### config.mk
export PLATFORM = sky130hd
export DESIGN_NAME = double_ended_queue_with_search
export DESIGN_NICKNAME = d
export VERILOG_FILES = /design/src/deqs_pkg.sv /design/src/deqs_datapath.sv /design/src/deqs_controller.sv /design/src/double_ended_queue_with_search.sv
export VERILOG_INCLUDE_DIRS = /design/src /design/src/src
export SDC_FILE = /design/constraint.sdc
export NUM_CORES = 1
export LEC_CHECK = 0
export ABC_AREA = 1
export BUFFER_PORTS_ARGS = -buffer_cell sky130_fd_sc_hd__buf_2
export CAP_MARGIN = 0
export CORE_MARGIN = 1
export CORE_UTILIZATION = 56
export DETAILED_ROUTE_END_ITERATION = 10
export GPL_ROUTABILITY_DRIVEN = 0
export GPL_TIMING_DRIVEN = 1
export HOLD_SLACK_MARGIN = 0.15
export PLACE_DENSITY = 0.87
export RECOVER_POWER = 100
export SLEW_MARGIN = 20
export SYNTH_ARGS = -nofsm -noshare
export SYNTH_HDL_FRONTEND = slang
export SYNTH_SLANG_ARGS = --single-unit
### constraint.sdc
create_clock -name clk -period 3.78 [get_ports clk]
set_clock_uncertainty 0.2 [all_clocks]
set_input_delay 0.189 -clock clk [delete_from_list [all_inputs] [get_ports clk]]
set_output_delay 0.189 -clock clk [all_outputs]
set_load 0.01 [all_outputs]
### src/assert_macros.svh
// ----------------------------------------------------------------------------
// Assertion macros used by the top-level RTL file.
// Clocked, reset-qualified properties that report through $error.
// ----------------------------------------------------------------------------
`ifndef ASSERT_MACROS_SVH
`define ASSERT_MACROS_SVH

// The consequent must hold in the same cycle as the antecedent.
`define ASSERT_SAME(label, clk, rst_n, ante, cons) \
    label: assert property (@(posedge clk) disable iff (!rst_n) (ante) |-> (cons)) \
        else $error("assertion failed");

// The consequent must hold in the cycle after the antecedent.
`define ASSERT_NEXT(label, clk, rst_n, ante, cons) \
    label: assert property (@(posedge clk) disable iff (!rst_n) (ante) |=> (cons)) \
        else $error("assertion failed");

`endif

### src/deqs_pkg.sv
// ----------------------------------------------------------------------------
// deqs_pkg
// Types and operation codes shared by the deque controller and datapath.
// ----------------------------------------------------------------------------
package deqs_pkg;

    // Operation codes carried in the request op field.
    localparam logic [2:0] OP_INS_FRONT = 3'd0;
    localparam logic [2:0] OP_INS_BACK  = 3'd1;
    localparam logic [2:0] OP_REM_FRONT = 3'd2;
    localparam logic [2:0] OP_REM_BACK  = 3'd3;
    localparam logic [2:0] OP_SEARCH    = 3'd4;

    // Request payload.
    typedef struct packed {
        logic [2:0]         op;
        logic signed [31:0] value;
    } req_item_t;

    // Response payload.
    typedef struct packed {
        logic       found;
        logic       empty_after;
        logic       dropped;
        logic [4:0] occupancy;
    } rsp_item_t;

    // Commands from the controller to the datapath.
    typedef struct packed {
        logic start;
        logic scan_read;
        logic check;
        logic load_out;
    } cmd_t;

    // Status from the datapath to the controller.
    typedef struct packed {
        logic need_scan;
        logic last_read;
        logic hit;
    } status_t;

endpackage

### src/deqs_datapath.sv
// ----------------------------------------------------------------------------
// deqs_datapath
// Ring store, front index and entry count, search scan and response register.
// ----------------------------------------------------------------------------
module deqs_datapath #(
    parameter int CAPACITY = 16
) (
    input  logic                clk,
    input  logic                rst_n,
    input  deqs_pkg::req_item_t req_item,
    input  deqs_pkg::cmd_t      cmd,
    output deqs_pkg::status_t   status,
    output deqs_pkg::rsp_item_t rsp_item
);
    import deqs_pkg::*;

    localparam int IW  = (CAPACITY > 1) ? $clog2(CAPACITY) : 1;
    localparam int CW  = $clog2(CAPACITY + 1);
    localparam int SW  = CW + 1;
    localparam int IW1 = IW + 1;
    localparam int OW  = CW + 5;

    localparam logic [SW-1:0]  CAP_S   = SW'(CAPACITY);
    localparam logic [IW1-1:0] CAP_I   = IW1'(CAPACITY);
    localparam logic [IW-1:0]  LAST_I  = IW'(CAPACITY - 1);
    localparam logic [CW-1:0]  CAP_C   = CW'(CAPACITY);

    logic [31:0]    mem [CAPACITY];

    logic [IW-1:0]  front_reg, front_next;
    logic [CW-1:0]  count_reg, count_next;
    logic [CW-1:0]  scan_off_reg;
    logic [IW-1:0]  scan_addr_reg;
    logic [31:0]    rd_data_reg;
    logic           rd_valid_reg;
    logic [31:0]    value_reg;
    logic           found_reg;
    logic           dropped_reg;
    rsp_item_t      rsp_reg;

    logic           full;
    logic           empty;
    logic           is_insert;
    logic           wr_en;
    logic [IW-1:0]  wr_addr;
    logic [IW-1:0]  front_dec;
    logic [IW1-1:0] front_inc_w;
    logic [IW-1:0]  front_inc;
    logic [IW1-1:0] scan_inc_w;
    logic [IW-1:0]  scan_inc;
    logic [SW-1:0]  back_sum;
    logic [SW-1:0]  back_pos;
    logic [OW-1:0]  occ_wide;

    assign full  = (count_reg == CAP_C);
    assign empty = (count_reg == '0);

    // Ring neighbors of the front index and of the scan address.
    assign front_dec   = (front_reg == '0) ? LAST_I : front_reg - 1'b1;
    assign front_inc_w = {1'b0, front_reg} + 1'b1;
    assign front_inc   = (front_inc_w == CAP_I) ? '0 : front_inc_w[IW-1:0];
    assign scan_inc_w  = {1'b0, scan_addr_reg} + 1'b1;
    assign scan_inc    = (scan_inc_w == CAP_I) ? '0 : scan_inc_w[IW-1:0];

    // Slot just past the back entry.
    assign back_sum = SW'(front_reg) + SW'(count_reg);
    assign back_pos = (back_sum >= CAP_S) ? back_sum - CAP_S : back_sum;

    assign is_insert = (req_item.op == OP_INS_FRONT) || (req_item.op == OP_INS_BACK);
    assign wr_en     = cmd.start && is_insert && !full;
    assign wr_addr   = (req_item.op == OP_INS_FRONT) ? front_dec : back_pos[IW-1:0];

    // Status toward the controller.
    assign status.need_scan = (req_item.op == OP_SEARCH) && !empty;
    assign status.last_read = ((SW'(scan_off_reg) + 1'b1) == SW'(count_reg));
    assign status.hit       = rd_valid_reg && (rd_data_reg == value_reg);

    // Next front index and count for the operation being accepted.
    always_comb
    begin
        front_next = front_reg;
        count_next = count_reg;
        if (cmd.start)
        begin
            unique case (req_item.op)
                OP_INS_FRONT:
                begin
                    if (!full)
                    begin
                        front_next = front_dec;
                        count_next = count_reg + 1'b1;
                    end
                end
                OP_INS_BACK:
                begin
                    if (!full)
                        count_next = count_reg + 1'b1;
                end
                OP_REM_FRONT:
                begin
                    if (!empty)
                    begin
                        front_next = front_inc;
                        count_next = count_reg - 1'b1;
                    end
                end
                OP_REM_BACK:
                begin
                    if (!empty)
                        count_next = count_reg - 1'b1;
                end
                default:
                begin
                end
            endcase
        end
    end

    // Control state of the sequence.
    always_ff @(posedge clk or negedge rst_n)
    begin
        if (!rst_n)
        begin
            front_reg    <= '0;
            count_reg    <= '0;
            rd_valid_reg <= 1'b0;
        end
        else
        begin
            front_reg    <= front_next;
            count_reg    <= count_next;
            rd_valid_reg <= cmd.scan_read;
        end
    end

    // Ring store with one write port and a registered read port.
    always_ff @(posedge clk)
    begin
        if (wr_en)
            mem[wr_addr] <= req_item.value;
        if (cmd.scan_read)
            rd_data_reg <= mem[scan_addr_reg];
    end

    // Scan position, search key and per-item flags.
    always_ff @(posedge clk)
    begin
        if (cmd.start)
        begin
            scan_off_reg  <= '0;
            scan_addr_reg <= front_reg;
            value_reg     <= req_item.value;
            found_reg     <= 1'b0;
            dropped_reg   <= is_insert && full;
        end
        else
        begin
            if (cmd.scan_read)
            begin
                scan_off_reg  <= scan_off_reg + 1'b1;
                scan_addr_reg <= scan_inc;
            end
            if (cmd.check && status.hit)
                found_reg <= 1'b1;
        end
    end

    // Response register; the occupancy is the count masked to five bits.
    assign occ_wide = {5'b0, count_reg};

    always_ff @(posedge clk)
    begin
        if (cmd.load_out)
        begin
            rsp_reg.found       <= found_reg;
            rsp_reg.empty_after <= empty;
            rsp_reg.dropped     <= dropped_reg;
            rsp_reg.occupancy   <= occ_wide[4:0];
        end
    end

    assign rsp_item = rsp_reg;

endmodule

### src/deqs_controller.sv
// ----------------------------------------------------------------------------
// deqs_controller
// Sequences one operation at a time and owns both channel handshakes.
// ----------------------------------------------------------------------------
module deqs_controller (
    input  logic              clk,
    input  logic              rst_n,
    input  logic              req_valid,
    output logic              req_stall,
    output logic              rsp_valid,
    input  logic              rsp_stall,
    input  deqs_pkg::status_t status,
    output deqs_pkg::cmd_t    cmd
);
    import deqs_pkg::*;

    typedef enum logic [3:0] {
        ST_IDLE   = 4'b0001,
        ST_SCAN   = 4'b0010,
        ST_DRAIN  = 4'b0100,
        ST_FINISH = 4'b1000
    } state_t;

    state_t state_reg, state_next;
    logic   rsp_valid_reg, rsp_valid_next;

    // A request transfer is taken only between operations.
    assign req_stall = (state_reg != ST_IDLE);
    assign rsp_valid = rsp_valid_reg;

    // Next state and commands.
    always_comb
    begin
        state_next = state_reg;
        cmd        = '0;
        unique case (state_reg)
            ST_IDLE:
            begin
                if (req_valid)
                begin
                    cmd.start  = 1'b1;
                    state_next = status.need_scan ? ST_SCAN : ST_FINISH;
                end
            end
            ST_SCAN:
            begin
                // Compare the previous read while issuing the next one.
                cmd.check = 1'b1;
                if (status.hit)
                    state_next = ST_FINISH;
                else
                begin
                    cmd.scan_read = 1'b1;
                    if (status.last_read)
                        state_next = ST_DRAIN;
                end
            end
            ST_DRAIN:
            begin
                cmd.check  = 1'b1;
                state_next = ST_FINISH;
            end
            ST_FINISH:
            begin
                if (!rsp_valid_reg || !rsp_stall)
                begin
                    cmd.load_out = 1'b1;
                    state_next   = ST_IDLE;
                end
            end
            default:
            begin
                state_next = ST_IDLE;
            end
        endcase
    end

    // The response stays valid until its transfer completes.
    always_comb
    begin
        if (cmd.load_out)
            rsp_valid_next = 1'b1;
        else if (!rsp_stall)
            rsp_valid_next = 1'b0;
        else
            rsp_valid_next = rsp_valid_reg;
    end

    always_ff @(posedge clk or negedge rst_n)
    begin
        if (!rst_n)
        begin
            state_reg     <= ST_IDLE;
            rsp_valid_reg <= 1'b0;
        end
        else
        begin
            state_reg     <= state_next;
            rsp_valid_reg <= rsp_valid_next;
        end
    end

endmodule

### src/double_ended_queue_with_search.sv
// Insert, removal and no-op results are loaded into the response register in FINISH, the
// state after the transfer, once the output is free. A search of a non-empty deque passes
// through SCAN and DRAIN to FINISH; a hit ends it early, from SCAN. A new request is taken
// only after the last is through; the scan reads one entry a cycle from the single read port.
// Reset clears the front index, the entry count and the control state; the store
// itself is not cleared, since only written entries are ever read.
// ----------------------------------------------------------------------------
// double_ended_queue_with_search
// Deque of signed 32-bit values in a ring store with membership search.
// ----------------------------------------------------------------------------
`include "assert_macros.svh"

module double_ended_queue_with_search #(
    parameter int CAPACITY = 16
) (
    input  logic                clk,
    input  logic                rst_n,
    input  logic                req_valid,
    output logic                req_stall,
    input  deqs_pkg::req_item_t req_item,
    output logic                rsp_valid,
    input  logic                rsp_stall,
    output deqs_pkg::rsp_item_t rsp_item
);
    import deqs_pkg::*;

    cmd_t    cmd;
    status_t status;

    // Sequencer for operations and handshakes.
    deqs_controller u_controller (
        .clk       (clk),
        .rst_n     (rst_n),
        .req_valid (req_valid),
        .req_stall (req_stall),
        .rsp_valid (rsp_valid),
        .rsp_stall (rsp_stall),
        .status    (status),
        .cmd       (cmd)
    );

    // Store, indexes and result register.
    deqs_datapath #(
        .CAPACITY (CAPACITY)
    ) u_datapath (
        .clk      (clk),
        .rst_n    (rst_n),
        .req_item (req_item),
        .cmd      (cmd),
        .status   (status),
        .rsp_item (rsp_item)
    );

    // An accepted request keeps the block busy in the cycle after it.
    `ASSERT_NEXT(a_busy_after_start, clk, rst_n, cmd.start, req_stall)

    // A new result never overwrites one that is still waiting.
    `ASSERT_SAME(a_load_when_free, clk, rst_n, cmd.load_out, !rsp_valid || !rsp_stall)

    // A refused insert never reports a search hit.
    `ASSERT_SAME(a_drop_not_found, clk, rst_n, rsp_valid, !(rsp_item.found && rsp_item.dropped))

    // A loaded result is presented in the next cycle.
    `ASSERT_NEXT(a_load_shows, clk, rst_n, cmd.load_out, rsp_valid)

endmodule
==> flow_summary.json, run 1 <==
{
  "cp_max_fo": 34,
  "ioPinCount": 49,
  "core-area_um2": 42980,
  "avgSynthCellArea_um2": 12.91,
  "clock_latency_ns": 0.61,
  "synth_cell_types": 42,
  "grt_max_degree": 259,
  "power_leakage_nw": 9.593,
  "crit_slowest_cell": "clkbuf_2",
  "top_layer": "met4",
  "synthArstFlopShare_pct": 2.459,
  "seq_area_um2": 18180,
  "cts-root-buf": "clkbuf_16",
  "synthToLayoutAreaGrowth_pct": 13.40,
  "start_util_pct": 56.77,
  "crit_chain": "nand2_1 > nand2_1 > nor2_1 > nand4_1 > nor2_1 > nand3_1 > nand2_1 > clkinv_1 > clkbuf_2",
  "synth_seq_cells": 610,
  "antenna_found_initial": 0,
  "cp.required_ns": 3.65,
  "die_w_um": 210.7,
  "synthesis.nets": 1941,
  "cts_sinks": 610,
  "wl_per_cell_um": 24.06,
  "ys_seq_area_share_pct": 74.52,
  "die-area_um2": 44410,
  "clockPowerShare_pct": 31.9,
  "drive_gt1_share_pct": 8.633,
  "drt_iter0_drc": 2829,
  "crit_buf_inv": 2,
  "violations": "max-capacitance violations, max-slew violations",
  "combPwrFrac_pct": 25.2,
  "setup_ws_ns": 0.1204,
  "vias": 16640,
  "status": "finished, violations left",
  "vias_per_cell": 6.371,
  "crit_path_end_kind": "flop",
  "htreeDepth": 2,
  "placementRows": 76,
  "die_y_um": 210.7,
  "path_clk_slew_ns": 0.07,
  "ant_nets": 0,
  "syn-cell-area_um2": 24400,
  "finalSetupTns_ns": 0,
  "maxSlewViolCount": 65,
  "drcViolationCount": 0,
  "hp-class": "flop to flop",
  "start_kind": "flop",
  "drv_cap": 1,
  "worst_ep_arrival_time_ns": 3.53,
  "synth_ff_type": "edfxtp_1",
  "port_buffers": 48,
  "setup_viol": 0,
  "maxSlewHeadroom_pct": -1.219,
  "cts_resized": 0,
  "min_period_over_period_pct": 96.81,
  "met3WireLength_um": 7438,
  "dp_slack_ns": 0.6701,
  "critPathMaxStageDelay_ns": 0.72,
  "ir_drop_mv": 0.4507,
  "power_density_nw_per_um2": 689.3,
  "switching_share_pct": 32.58,
  "worst_pin_slew_ns": 1.518,
  "overflow": 0,
  "multi_input_comb_area_um2": 5484,
  "critical_path_class": "flop to flop",
  "wl_met2_um": 30500,
  "synth.yosys.warnings": 0,
  "dp_hpwl_um": 32440,
  "antenna_cells": 0,
  "syn_inst": 1890,
  "fillerInstances": 2890,
  "grt_pass1_wl_um": 94270,
  "wl_met1_um": 21660,
  "crit_path_frequent_cell": "nand2_1",
  "p_sw_mw": 6.214,
  "pwr-share-seq_pct": 42.9,
  "clockBufferDepth": 3,
  "power_mw": 19.07,
  "layout.nets": 2033,
  "rsz0062_at_grt": "false",
  "cts_made_buffers": 57,
  "final_hold_viol_count": 0,
  "synth_edf_count": 589,
  "track_usage_pct": 28.30,
  "drt_wl_total_um": 62850,
  "largest_reg_flops": 512,
  "fmax_ghz": 0.2733,
  "fin_crit_ns": 3.660,
  "cpLargestDelayFamily": "simple AND/OR/NAND/NOR gates",
  "grt_pass1_vias": 16730,
  "first_pass_iters": 7,
  "cts_tree": "done",
  "p_int_mw": 12.86
}
-- power groups by stage --
stage | Combinational, mW | Sequential [mW] | Clock, mW
after global placement | 4.37 | 8.27 | 0
after detailed placement | 4.60 | 8.30 | 0
after global routing | 5.14 | 8.21 | 6.35
final | 4.81 | 8.18 | 6.09
after CTS | 4.77 | 8.16 | 6.12
after floorplan | 3.07 | 8.26 | 0
-- cells in the final DEF (no fill, tap or decap), drive strengths merged --
cell         netlist  routed
o221ai            25      25
o31ai              1       1
buf               47      22
nand3             77      77
nand2            358     358
dfxtp              6       6
a21oi             83      83
xnor2             13      13
clkinv             1      22
fa                 2       2
nor2             195     195
clkbuf            50     131
o22ai             40      40
ha                10      10
o211ai             3       3
o21ai            187     187
or2                2       2
dfstp              1       1
dlygate4sd3        0      43
nor4               1       1
bufinv             0      11
nand4             30      30
a221oi            39      39
xor2              12      12
dfrtp             14      14
inv               98     100
edfxtp           589     589
clkinvlp           0       4
a21boi             1       1
nor3               5       5
-- final cells by class --
cell class	count	share of cell area (%)
Inverter	99	1.370
Timing Repair Buffer	130	3.265
Multi-Input combinational cell	1084	19.82
Clock buffer	66	5.431
Sequential cell	610	65.72
Clock inverter	38	1.754
Tap cell	585	2.645
-- synthesized netlist by cell type (all sizes together), types with 6 or more instances --
| library cell | count | area [um^2] |
|---|---|---|
| inv | 98 | 370.4 |
| dfxtp | 6 | 120.1 |
| nor2 | 195 | 768.2 |
| o21ai | 187 | 935.9 |
| dfrtp | 14 | 350.3 |
| buf | 47 | 261.5 |
| xnor2 | 13 | 113.9 |
| a221oi | 39 | 341.6 |
| edfxtp | 589 | 17690 |
| nand4 | 30 | 202.7 |
| nand2 | 358 | 1346 |
| o221ai | 25 | 219.0 |
| a21oi | 83 | 415.4 |
| o22ai | 40 | 256.5 |
| ha | 10 | 125.1 |
| clkbuf | 50 | 187.7 |
| nand3 | 77 | 422.9 |
| xor2 | 12 | 105.1 |
-- cells by family (layout without fill, tap and decap cells) --
kind of cell    count (synthesis)  count (layout)  synth area share (%)
compound gates                379             379                 9.040
xor+xnor                       25              25                0.8973
fa+ha+maj                      12              12                0.6769
buf+inv                       196             333                 3.374
flops                         610             610                 74.52
simple gates                  668             668                 11.49
-- final timing paths --
path | startpoint | end | slack, ns | cells past startpoint
max | u_datapath.rd_data_reg[16] | u_datapath.rd_data_reg[24] | 0.12 | 9
min | u_datapath.dropped_reg | u_datapath.rsp_item[5] | 0.24 | 0
max reg2reg | u_datapath.rd_data_reg[16] | u_datapath.rd_data_reg[24] | 0.12 | 9
min reg2reg | u_datapath.dropped_reg | u_datapath.rsp_item[5] | 0.24 | 0
max in group asynchronous | rst_n | u_datapath.count_reg[0] | 2.36 | 3
min in group asynchronous | rst_n | u_controller.rsp_valid | 0.53 | 3
-- metal layers --
| layer | vias up | GRT usage [%] |
|---|---|---|
| met5 | - | 0 |
| met4 | 0 | 16.14 |
| met3 | 280 | 4.579 |
| met2 | 1367 | 46.39 |
| met1 | 7954 | 36.13 |
| li1 | 7040 | - |
-- metrics by stage --
stage,util (%),hold slack [ns],area [um^2],cells
final,64.38,0.2378,27670,2612
after CTS,64.86,0.2451,27880,2612
after global placement,59.23,-0.07340,25460,2465
after global routing,64.38,0.2637,27670,2612
after floorplan,-,-0.3066,24400,1890
after detailed placement,59.23,-0.06035,25460,2465
-- repair_timing --
action	4_1_cts	5_1_grt
setup buffers	0	0
endpoints found under the setup margin	0	0
hold buffers	43	0
hold endpoints to repair	606	0
(Power assumes the default switching activity.)
==> run 2, diff against run 1 <==
ABC_AREA = unset   (was 1)
==> run 2 against run 1 <==
  * The flow now finishes without violations
  * Synthesized area fell by 1.6%
  * Non-clock buffer count increased by 6
  * Worst setup slack better by 0.12 ns
  * Synthesized cell count is 31% lower
  * Power shrank 3.3%
  * Clock power decreased by 7.4%
  * Die area fell by 1.6%
  * Largest cell class unchanged
  * Via count down 22%
==> flow_summary.json, run 2 <==
{
  "vias_per_cell": 6.459,
  "switching_share_pct": 29.80,
  "maxSlewViolCount": 0,
  "synthesis.nets": 1362,
  "rsz0062_at_grt": "false",
  "vias": 13050,
  "clock_latency_ns": 0.62,
  "drt_wl_total_um": 55100,
  "cpLargestDelayFamily": "simple AND/OR/NAND/NOR gates",
  "hold_ws_ns": 0.2174,
  "synth_cell_types": 56,
  "p_int_mw": 12.94,
  "crit_path_end_kind": "flop",
  "critPathMaxStageDelay_ns": 0.57,
  "synth_seq_cells": 610,
  "power_density_nw_per_um2": 675.7,
  "core-area_um2": 42130,
  "crit_chain": "xnor2_1 > nand4_1 > nor3_1 > nand4_1 > nand2_1 > inv_1 > clkbuf_2",
  "synth-xor-area-share_pct": 1.641,
  "ir_drop_mv": 0.3859,
  "cts_made_buffers": 57,
  "fmax_ghz": 0.2827,
  "crit_slowest_cell": "clkbuf_2",
  "crit_cells": 7,
  "min-delay-start": "u_datapath.dropped_reg",
  "grt.busiest_layer": "met2",
  "synth_fa_ha_area_share_pct": 0.6878,
  "synth.yosys.warnings": 0,
  "crit_path_frequent_cell": "nand4_1",
  "synthArstFlopShare_pct": 2.459,
  "cts_setup_buffers": 0,
  "die_y_um": 209.1,
  "die-area_um2": 43710,
  "yosysTopAreaCell": "edfxtp_1",
  "drt_iter0_drc": 1673,
  "grt.met1_usage_pct": 32.90,
  "hp-class": "flop to flop",
  "largest_reg_flops": 512,
  "ant_nets": 0,
  "final_common_cell": "edfxtp_1",
  "overflow": 0,
  "min_period_over_period_pct": 93.59,
  "wl_per_cell_um": 27.27,
  "ioPinCount": 49,
  "yosys-top-cells-count": "edfxtp_1 (589), mux2i_1 (114), nand2_1 (84)",
  "cp_max_fo": 33,
  "syn-cell-area_um2": 24010,
  "setup_viol": 0,
  "clockBufferDepth": 3,
  "startpoint": "u_datapath.value_reg[12]",
  "dp_hpwl_um": 32370,
  "final_cell_mix": "edfxtp_1 (589), mux2i_1 (114), nand2_1 (84)",
  "status": "finished clean",
  "start_util_pct": 56.99,
  "final_hold_viol_count": 0,
  "start_kind": "flop",
  "drive_gt1_share_pct": 15.79,
  "ctsHoldBuffers": 41,
  "worst_pin_slew_ns": 1.105,
  "yosys.area_share.simple_pct": 3.106,
  "cts_resized": 0,
  "path_clk_slew_ns": 0.06,
  "pwr-share-seq_pct": 44.9,
  "synthToLayoutAreaGrowth_pct": 13.63,
  "final_area_um2": 27280,
  "synth_ff_type": "edfxtp_1",
  "power_leakage_nw": 9.148,
  "antenna_found_initial": 0,
  "layout.nets": 1492,
  "cp.required_ns": 3.72,
  "dp_slack_ns": 0.6551,
  "cts_sinks": 610,
  "critical_path_class": "flop to flop",
  "clockPowerShare_pct": 30.6,
  "synthMuxAreaShare_pct": 12.07,
  "synth.top_cell.area_share_pct": 73.66,
  "rr_worst_depth": 7,
  "p_sw_mw": 5.495,
  "maxSlewHeadroom_pct": 25.89,
  "grt_max_degree": 65,
  "syn_inst": 1311,
  "synth_most_common_cell": "edfxtp_1",
  "combPwrFrac_pct": 24.5,
  "ys_seq_area_share_pct": 75.73,
  "port_buffers": 48,
  "final_util_pct": 64.76,
  "placedInstanceArea_um2": 25220,
  "grt_pass1_vias": 13360,
  "htreeDepth": 2,
  "setup_ws_ns": 0.2422,
  "cts-root-buf": "clkbuf_16",
  "use_met2_pct": 43.24,
  "synth_area_leaders": "edfxtp_1 (74%), mux4_2 (6.0%), mux2i_1 (4.8%)",
  "first_pass_iters": 5,
  "grt_pass1_wl_um": 82120,
  "antenna_cells": 0,
  "synth_compound_area_share_pct": 5.273,
  "whs_path_depth": 0,
  "grtUsageMet3_pct": 4.238,
  "drv_cap": 0,
  "drcViolationCount": 0,
  "avgSynthCellArea_um2": 18.32,
  "synth_top_family_by_area": "multiplexers",
  "fin_crit_ns": 3.538,
  "synth_edf_count": 589,
  "r2r_start": "u_datapath.value_reg[12]",
  "worst_ep_arrival_time_ns": 3.48,
  "crit_buf_inv": 2,
  "power_mw": 18.44,
  "track_usage_pct": 25.64,
  "placementRows": 75,
  "cts_tree": "done",
  "die_w_um": 209.1
}
==> run 2: cell types whose count changed after synthesis, sizes merged, moves of 34 or more <==
cell / before / now
a21oi: 83 / 49
inv: 98 / 18
mux2i: 0 / 114
mux4: 0 / 64
nand2: 358 / 85
nand3: 77 / 8
nor2: 195 / 30
o21ai: 187 / 61
o22ai: 40 / 3
==> run 2: logic make-up (layout without fill, tap and decap cells) <==
logic type / after synthesis / after routing
fa+ha+maj: 12 / 12
xor+xnor: 45 / 45
simple gates: 159 / 159
compound gates: 196 / 196
flops: 610 / 610
mux: 206 / 206
buf+inv: 83 / 254
==> run 2: power groups by stage <==
stage                     sequential (mW)  combinational (mW)  clock (mW)
after floorplan                      8.23                3.04           0
after global placement               8.36                4.28           0
after detailed placement             8.40                4.45           0
after CTS                            8.26                4.57        5.70
after global routing                 8.30                4.82        5.94
final                                8.27                4.52        5.64
==> run 2: worst paths after layout <==
path | to | slack (ns)
worst max-delay path | u_datapath.rd_data_reg[17] | 0.24
worst min-delay path | u_datapath.rsp_item[5] | 0.22
worst max register to register | u_datapath.rd_data_reg[17] | 0.24
worst min register to register | u_datapath.rsp_item[5] | 0.22
max in group asynchronous | u_datapath.front_reg[3] | 1.72
min in group asynchronous | u_controller.state_reg[0] | 0.47
==> run 2: cell type report <==
class | instances | area, um^2
clock buffers | 72 | 1504
clock inverters | 28 | 315.3
fillers | 2639 | 14850
inverters | 18 | 67.56
multi-input cells | 618 | 5538
flip-flops and latches | 610 | 18180
well taps | 539 | 674.4
repair buffers | 136 | 1002
==> run 2: routing by layer <==
| layer | vias up | routed length [um] |
|---|---|---|
| li1 | 5500 | - |
| met1 | 6635 | 20340 |
| met2 | 779 | 28050 |
| met3 | 139 | 4513 |
| met4 | 0 | 2203 |
| met5 | - | 0 |
==> run 2: through the flow <==
step                cells  setup TNS [ns]
global route         2021               0
detailed placement   1880               0
global placement     1880               0
finish               2021               0
CTS                  2021               0
floorplan            1311         -166.26
==> run 3, diff against run 2 <==
clock period = 3.2 ns   (was 3.78 ns; I/O delays follow)
==> run 3 against run 2 <==
  * Clock-buffer cell count decreased by 4
  * Via count grew 1.2%
  * Flip-flop and latch count is the same
  * Global-route usage is 1.1 points higher
  * Die area stayed put
  * Worst hold slack gained 0.017 ns
  * Power increased by 19%
  * Cell area up 0.29%
  * Register-to-register slack lost 0.17 ns
  * Routed wire length increased by 3.3%
  * Clock power increased by 17%
==> flow_summary.json, run 3 (synthesized netlist as in run 2, its figures left out) <==
{
  "final_common_cell": "edfxtp_1",
  "largest_reg_flops": 512,
  "drv_cap": 0,
  "clock_latency_ns": 0.61,
  "crit_path_end_kind": "flop",
  "start_kind": "flop",
  "fin_crit_ns": 3.130,
  "first_pass_iters": 6,
  "critical_path_class": "flop to flop",
  "power_leakage_nw": 9.215,
  "worst_ep_arrival_time_ns": 3.29,
  "maxSlewHeadroom_pct": 13.49,
  "cp.required_ns": 3.36,
  "port_buffers": 48,
  "start_util_pct": 56.99,
  "final_area_um2": 27360,
  "path_clk_slew_ns": 0.06,
  "cts_made_buffers": 57,
  "drt_wl_total_um": 56940,
  "hp-class": "flop to flop",
  "antenna_found_initial": 0,
  "antenna_cells": 0,
  "placedInstanceArea_um2": 25320,
  "cp_max_fo": 19,
  "fillerInstances": 2641,
  "ant_nets": 0,
  "dp_slack_ns": 0.2928,
  "cts-root-buf": "clkbuf_16",
  "crit_slowest_cell": "and2_1",
  "grt_pass1_vias": 13220,
  "dp_hpwl_um": 34570,
  "worst_pin_slew_ns": 1.298,
  "status": "finished clean",
  "cts_setup_buffers": 0,
  "vias_per_cell": 6.480,
  "vias": 13210,
  "drt_iter0_drc": 1659,
  "setup_ws_ns": 0.06985,
  "drive_gt1_share_pct": 16.61,
  "synthToLayoutAreaGrowth_pct": 13.96,
  "die-area_um2": 43710,
  "power_density_nw_per_um2": 799.3,
  "critPathMaxStageDelay_ns": 0.95,
  "clockBufferDepth": 3,
  "wl_per_cell_um": 27.94,
  "drcViolationCount": 0,
  "seq_area_um2": 18180,
  "layout.nets": 1503,
  "setup_viol": 0,
  "track_usage_pct": 26.71,
  "hold_ws_ns": 0.2344,
  "cpLargestDelayFamily": "simple AND/OR/NAND/NOR gates",
  "core-area_um2": 42130,
  "rsz0062_at_grt": "false",
  "cts_sinks": 610,
  "final_hold_viol_count": 0,
  "die_y_um": 209.1,
  "placementRows": 75,
  "crit_buf_inv": 1,
  "final_cell_mix": "edfxtp_1 (589), mux2i_1 (114), nand2_1 (84)",
  "ir_drop_mv": 0.4898,
  "htreeDepth": 2,
  "die_w_um": 209.1,
  "crit_chain": "and2_1 > clkbuf_2 > a221oi_1 > o21ai_0 > nand2_1",
  "power_mw": 21.87,
  "ioPinCount": 49,
  "maxSlewViolCount": 0,
  "grt_pass1_wl_um": 84990,
  "grt_max_degree": 55,
  "cts_tree": "done",
  "overflow": 0,
  "cts_resized": 0,
  "multi_input_comb_area_um2": 5537,
  "fmax_ghz": 0.3195,
  "min_period_over_period_pct": 97.82,
  "finalSetupTns_ns": 0
}
[run 3: cell count changes in the layout (fill, tap and decap cells not counted), moves of 3 or more]
cell,previous run,this run
clkbuf_2,11,8
buf_4,26,29
clkinv_2,5,14
buf_6,0,4
[run 3: final timing paths]
check	from	end	slack, ns	cells after the start
max in group asynchronous	rst_n	u_datapath.count_reg[2]	1.73	3
max reg2reg	u_datapath.scan_addr_reg[1]	u_datapath.rd_data_reg[0]	0.07	5
min reg2reg	u_datapath.found_reg	u_datapath.rsp_item[7]	0.23	0
min in group asynchronous	rst_n	u_datapath.front_reg[3]	0.59	3
min	u_datapath.found_reg	u_datapath.rsp_item[7]	0.23	0
max	u_datapath.scan_addr_reg[1]	u_datapath.rd_data_reg[0]	0.07	5
[run 3: metal layers]
metal | routed length (um) | vias up | track usage, %
met5 | 0 | - | 0
met1 | 20720 | 6723 | 34.78
met3 | 4743 | 136 | 3.953
met4 | 2468 | 0 | 12.20
li1 | - | 5518 | -
met2 | 29010 | 830 | 44.85
[run 3: timing repair]
item | in CTS | in global routing
hold buffers | 42 | 0
hold endpoints to repair | 629 | 0
setup endpoints to repair | 0 | 0
[run 3: area by class of cell]
type                    instances  area share, %
flip-flops and latches        610          66.45
multi-input cells             618          20.23
clock buffers                  68          5.519
repair buffers                147          3.951
well taps                     539          2.465
clock inverters                38          1.129
inverters                      18         0.2515
[run 3: where the power goes]
part           switching (mW)  total (mW)  internal, mW
logic                    3.55        5.58          2.03
clock network            2.86        6.61          3.76
registers               0.290        9.67          9.38
[run 3: through the flow]
step	util, %	instances
2_1_floorplan	-	1311
3_3_place_gp	60.10	1890
3_5_place_dp	60.10	1890
4_1_cts	65.41	2038
5_1_grt	64.94	2038
6_report	64.94	2038
